[src/hw/rtl/bsd_pkg.sv]
`default_nettype none

package bsd_pkg;

    localparam int NCH        = 3;
    localparam int PIX_W      = 8;
    localparam int HS_W       = 12;
    localparam int SUM_W      = 16;
    localparam int CFG_IDX_W  = 2;
    localparam int CFG_DATA_W = 13;

    // Configuration register indexes.
    localparam logic [CFG_IDX_W-1:0] CFG_IMAGE_WIDTH    = 2'd0;
    localparam logic [CFG_IDX_W-1:0] CFG_IMAGE_HEIGHT   = 2'd1;
    localparam logic [CFG_IDX_W-1:0] CFG_THREE_CHANNELS = 2'd2;
    localparam logic [CFG_IDX_W-1:0] CFG_DITHER_ENABLE  = 2'd3;

    typedef enum logic [1:0] {
        SEQ_IDLE,
        SEQ_TAIL1,
        SEQ_TAIL2
    } seq_state_t;

    // Per-operation side information that travels down the pipeline.
    typedef struct packed {
        logic            emit;
        logic            clear_err;
        logic            line_end;
        logic            frame_end;
        logic            last;
        logic            use_hs;
        logic [4:0][1:0] slot;
    } op_meta_t;

    // Lane controls issued by the merge and pipeline logic.
    typedef struct packed {
        logic load_sum;
        logic load_out;
        logic clear_err;
        logic enable;
        logic dither;
    } lane_ctrl_t;

endpackage

`default_nettype wire

[src/hw/rtl/bsd_lane.sv]
`default_nettype none

module bsd_lane (
    input  wire logic                        aclk,
    input  wire logic                        aresetn,
    input  wire bsd_pkg::lane_ctrl_t         ctrl,
    input  wire logic [bsd_pkg::HS_W-1:0]    v0,
    input  wire logic [bsd_pkg::HS_W-1:0]    v1,
    input  wire logic [bsd_pkg::HS_W-1:0]    v2,
    input  wire logic [bsd_pkg::HS_W-1:0]    v3,
    input  wire logic [bsd_pkg::HS_W-1:0]    v4,
    output logic      [bsd_pkg::PIX_W-1:0]   res
);

    logic [bsd_pkg::SUM_W-1:0] sum_reg;
    logic [bsd_pkg::SUM_W-1:0] vsum;
    logic [bsd_pkg::SUM_W-1:0] dsum;
    logic [bsd_pkg::SUM_W-1:0] rsum;
    logic [bsd_pkg::PIX_W-1:0] err_reg;
    logic [bsd_pkg::PIX_W-1:0] res_reg;

    always_comb begin
        vsum = bsd_pkg::SUM_W'(v0) + bsd_pkg::SUM_W'(v4);
        vsum = vsum + ((bsd_pkg::SUM_W'(v1) + bsd_pkg::SUM_W'(v3)) << 2);
        vsum = vsum + (bsd_pkg::SUM_W'(v2) << 2) + (bsd_pkg::SUM_W'(v2) << 1);
        dsum = sum_reg + bsd_pkg::SUM_W'(err_reg);
        rsum = sum_reg + bsd_pkg::SUM_W'(128);
    end

    always_ff @(posedge aclk) begin
        if (ctrl.load_sum) begin
            sum_reg <= vsum;
        end
        if (ctrl.load_out) begin
            if (!ctrl.enable) begin
                res_reg <= '0;
            end else if (ctrl.dither) begin
                res_reg <= dsum[bsd_pkg::SUM_W-1:bsd_pkg::PIX_W];
            end else begin
                res_reg <= rsum[bsd_pkg::SUM_W-1:bsd_pkg::PIX_W];
            end
        end
    end

    // The diffusion error runs across the whole frame in output order.
    always_ff @(posedge aclk) begin
        if (!aresetn) begin
            err_reg <= '0;
        end else if (ctrl.clear_err) begin
            err_reg <= '0;
        end else if (ctrl.load_out && ctrl.enable && ctrl.dither) begin
            err_reg <= dsum[bsd_pkg::PIX_W-1:0];
        end
    end

    assign res = res_reg;

endmodule

`default_nettype wire

[config.mk]
export PLATFORM = sky130hd
export DESIGN_NAME = bsd_lane
export DESIGN_NICKNAME = d
export VERILOG_FILES = /design/src/hw/rtl/bsd_pkg.sv /design/src/hw/rtl/bsd_lane.sv
export SDC_FILE = /design/constraint.sdc
export NUM_CORES = 1
export LEC_CHECK = 0
export BUFFER_PORTS_ARGS = -buffer_cell sky130_fd_sc_hd__buf_2
export CAP_MARGIN = 20
export CORE_MARGIN = 1.5
export CORE_UTILIZATION = 50
export DETAILED_ROUTE_END_ITERATION = 6
export GPL_ROUTABILITY_DRIVEN = 0
export PLACE_DENSITY_LB_ADDON = 0.3
export SLEW_MARGIN = 0
export SYNTH_ARGS = -nofsm -noshare
export SYNTH_HDL_FRONTEND = slang
export SYNTH_SLANG_ARGS = --single-unit
[constraint.sdc]
create_clock -name aclk -period 13.9 [get_ports aclk]
set_input_delay 1.39 -clock aclk [delete_from_list [all_inputs] [get_ports aclk]]
set_output_delay 1.39 -clock aclk [all_outputs]
set_load 0.03 [all_outputs]
==> impl_metrics.env <==
export IMPL_overflow=0
export IMPL_wl_per_cell_um=11.2
export IMPL_slew_headroom_pct=71.5
export IMPL_drt_total_wl_um=6530
export IMPL_async_reset_ff_share_pct=0
export IMPL_place_inst=574
export IMPL_multi_input_area_um2=2490
export IMPL_power_leakage_uw=0.00215
export IMPL_cts_sinks=32
export IMPL_cts_setup_buffers=0
export IMPL_powerDensity_nw_per_um2=151
export IMPL_combPwrFrac_pct=62.2
export IMPL_grt_max_degree=17
export IMPL_dp_hpwl_um=5680
export IMPL_fillers=653
export IMPL_ir_worst_vdd_v=0.0000601
export IMPL_coreArea_um2=7210
export IMPL_die_w_um=89.3
export IMPL_period_minus_slack_ps=5710
export IMPL_slowest_stage="fa_1"
export IMPL_skew_ps=5.82
export IMPL_maxCapViolations=0
export IMPL_synthAdderAreaFrac_pct=32.8
export IMPL_io_buffers=74
export IMPL_vias=2956
export IMPL_syn_nets=549
export IMPL_synthesis_area_um2=3720
export IMPL_grt_pass1_vias=2908
export IMPL_die_area_um2=7980
export IMPL_seqCellArea_um2=881
export IMPL_rsz0062_at_grt="no"
export IMPL_outcome="completed"
export IMPL_cp_common_cell="ha_1"
export IMPL_power_switching_uw=275
export IMPL_ant_nets=0
export IMPL_synth_distinct_cells=49
export IMPL_setup_viol=0
export IMPL_p_int_uw=370
export IMPL_synthMuxAreaShare_pct=0.571
export IMPL_cts_hold_buf=0
export IMPL_worstPathRequired_ps=13900
export IMPL_syn_avg_cell_area_um2=9.17
export IMPL_ios=75
export IMPL_antenna_found_initial=0
export IMPL_yosys_area_share_xor_xnor_pct=4.47
export IMPL_htreeDepth=2
export IMPL_synth_simple_area_share_pct=12.5
export IMPL_clock_latency_ps=280
export IMPL_synth_compound_area_share_pct=16.7
export IMPL_finalSetupTns_ps=0
export IMPL_first_pass_iters=4
export IMPL_largest_reg_flops=16
export IMPL_fin_cells=582
export IMPL_finalHoldViolCount=0
export IMPL_timing_reg2reg_setup_slack_ps=11650
export IMPL_clock_path_buffers=2
export IMPL_cts_root_buffer="clkbuf_8"
export IMPL_yosysWarnings=0
export IMPL_endpoint_kind="flop"
export IMPL_final_nets=625
export IMPL_synth_edf_count=24
export IMPL_ys_ff_latch=32
export IMPL_setup_worst_path_start_class="input port"
export IMPL_ys_seq_area_share_pct=23.6
export IMPL_min_delay_path_class="reg -> reg"
export IMPL_max_freq_mhz=175
export IMPL_post_route_drc_count=0
export IMPL_synth_top_family_by_area="adder cells"
export IMPL_grtUsageTotal_pct=18.0
export IMPL_slew_viol_final=0
export IMPL_critPathMaxStageDelay_ps=440
export IMPL_pwr_share_seq_pct=26.7
export IMPL_viasPerCell=5.08
export IMPL_crit_chain="buf_2 > ha_1 > fa_1 > a21oi_1 > o221ai_1 > a21oi_1 > a21oi_1 > xor2_1 > fa_1 > ha_1 > ha_1 > ha_1 > inv_1 > o31ai_1 > nor3b_1 > a311oi_1 > o311ai_0"
export IMPL_drt_iter0_markers=100
export IMPL_cts_buffers=5
export IMPL_worstPathMaxFanout=4
export IMPL_post_route_period_util_pct=41.1
export IMPL_die_h_um=89.3
export IMPL_initial_core_util_pct=51.6
export IMPL_whs_ps=459
export IMPL_ys_flop_type="edfxtp_1"
export IMPL_cp_data_arrival_time_ps=5710
export IMPL_num_rows=31
export IMPL_cts_resized=0
export IMPL_final_util_pct=59.4
export IMPL_diodes=0
export IMPL_synth_cells=406
export IMPL_final_layout_size_suffix_gt1_share_pct=18.0
export IMPL_p_sw_share_pct=42.7
export IMPL_grt_pass1_wl_um=11500
export IMPL_cts_tree="yes"
export IMPL_worst_pin_slew_ps=424
export IMPL_critPathKind="in -> reg"
export IMPL_path_clk_slew_ps=60
export IMPL_area_growth_pct=15.0
export IMPL_power_share_clock_pct=11.1
final cells by class:
cell class                 instances  share of cell area (%)
clock buffer                       7                    2.02
sequential                        32                    20.6
inverter                          85                    7.45
clock inverter                     1                   0.175
multi-input combinational        284                    58.3
tap                               99                    2.89
timing repair buffer              74                    8.65
routing by layer:
layer	track usage, %	share of wire, %
met1	21.3	44
met2	34.0	50
met3	2.59	4.9
met4	4.90	1.1
met5	0	0
final timing paths:
kind,cells after the start,end,start
hold / removal,2,err_reg[4],err_reg[4]
setup / recovery,17,sum_reg[15],v1[0]
hold reg to reg,2,err_reg[4],err_reg[4]
setup reg to reg,8,res[0],sum_reg[0]
worst max-delay path, delay by kind of cell:
family / cells / cell delay, ps
adders and majority gates: 6 / 2040
and+or+nand+nor: 1 / 110
xor gates and xnor gates: 1 / 180
buffers and inverters: 2 / 200
AOI/OAI and AO/OA: 7 / 1800
power by group through the flow:
stage	clock [uW]	combinational, uW	sequential [uW]
after global placement	0	388	173
after detailed placement	0	400	174
after floorplan	0	313	178
after global routing	75.8	460	176
final	71.7	401	172
after CTS	73.2	402	172
kinds of logic (layout without fill, tap and decap cells):
kind of cell / Yosys count / count (layout)
AND/OR/NAND/NOR: 89 / 89
AO/OA/AOI/OAI: 98 / 98
multiplexers: 2 / 2
adder cells (fa/ha/maj): 76 / 76
flip-flops: 32 / 32
buffers and inverters: 90 / 167
XOR/XNOR: 19 / 19
cell usage in the layout (no fill, tap or decap), types with 8 or more instances in the layout:
cell and n:
xor2_1 9, nand2_1 24, buf_2 74, xnor2_1 10, fa_1 36, nand3_1 9, inv_1 85, dfxtp_1 8
a21o_1 11, o21ai_0 17, a21oi_1 39, nor2_1 19, edfxtp_1 24, ha_1 40
cell usage after synthesis, types with 2 or more instances:
| master | instances | share of area [%] |
|---|---|---|
| nor3b_1 | 3 | 0.60 |
| edfxtp_1 | 24 | 19 |
| or4_1 | 3 | 0.60 |
| buf_1 | 2 | 0.20 |
| a31oi_1 | 2 | 0.34 |
| or3b_1 | 2 | 0.47 |
| nand2b_1 | 4 | 0.67 |
| a211oi_1 | 2 | 0.40 |
| nand3_1 | 9 | 1.2 |
| and4b_1 | 2 | 0.54 |
| nor2b_1 | 3 | 0.50 |
| o21a_1 | 3 | 0.60 |
| o221ai_1 | 4 | 0.94 |
| nor2_1 | 19 | 1.9 |
| ha_1 | 40 | 13 |
| nand4_1 | 3 | 0.50 |
| dfxtp_1 | 8 | 4.3 |
| nor3_1 | 4 | 0.54 |
| o21ai_0 | 17 | 2.3 |
| a21o_1 | 11 | 2.2 |
| a21oi_1 | 39 | 5.2 |
| and4_1 | 3 | 0.71 |
| nand2_1 | 24 | 2.4 |
| fa_1 | 36 | 19 |
| o21bai_1 | 4 | 0.81 |
| o31ai_1 | 4 | 0.81 |
| and3_1 | 6 | 1.0 |
| xor2_1 | 9 | 2.1 |
| o311ai_0 | 2 | 0.47 |
| xnor2_1 | 10 | 2.4 |
| inv_1 | 85 | 8.6 |
| or3_1 | 2 | 0.34 |
stage by stage:
stage / setup WS [ps] / power, uW / cell area [um2]
floorplan: 8560 / 491 / 3720
global placement: 8110 / 561 / 4190
detailed placement: 7880 / 575 / 4190
CTS: 8180 / 648 / 4280
global route: 7900 / 712 / 4280
finish: 8190 / 645 / 4280
Power figures use the tool's default switching activity.
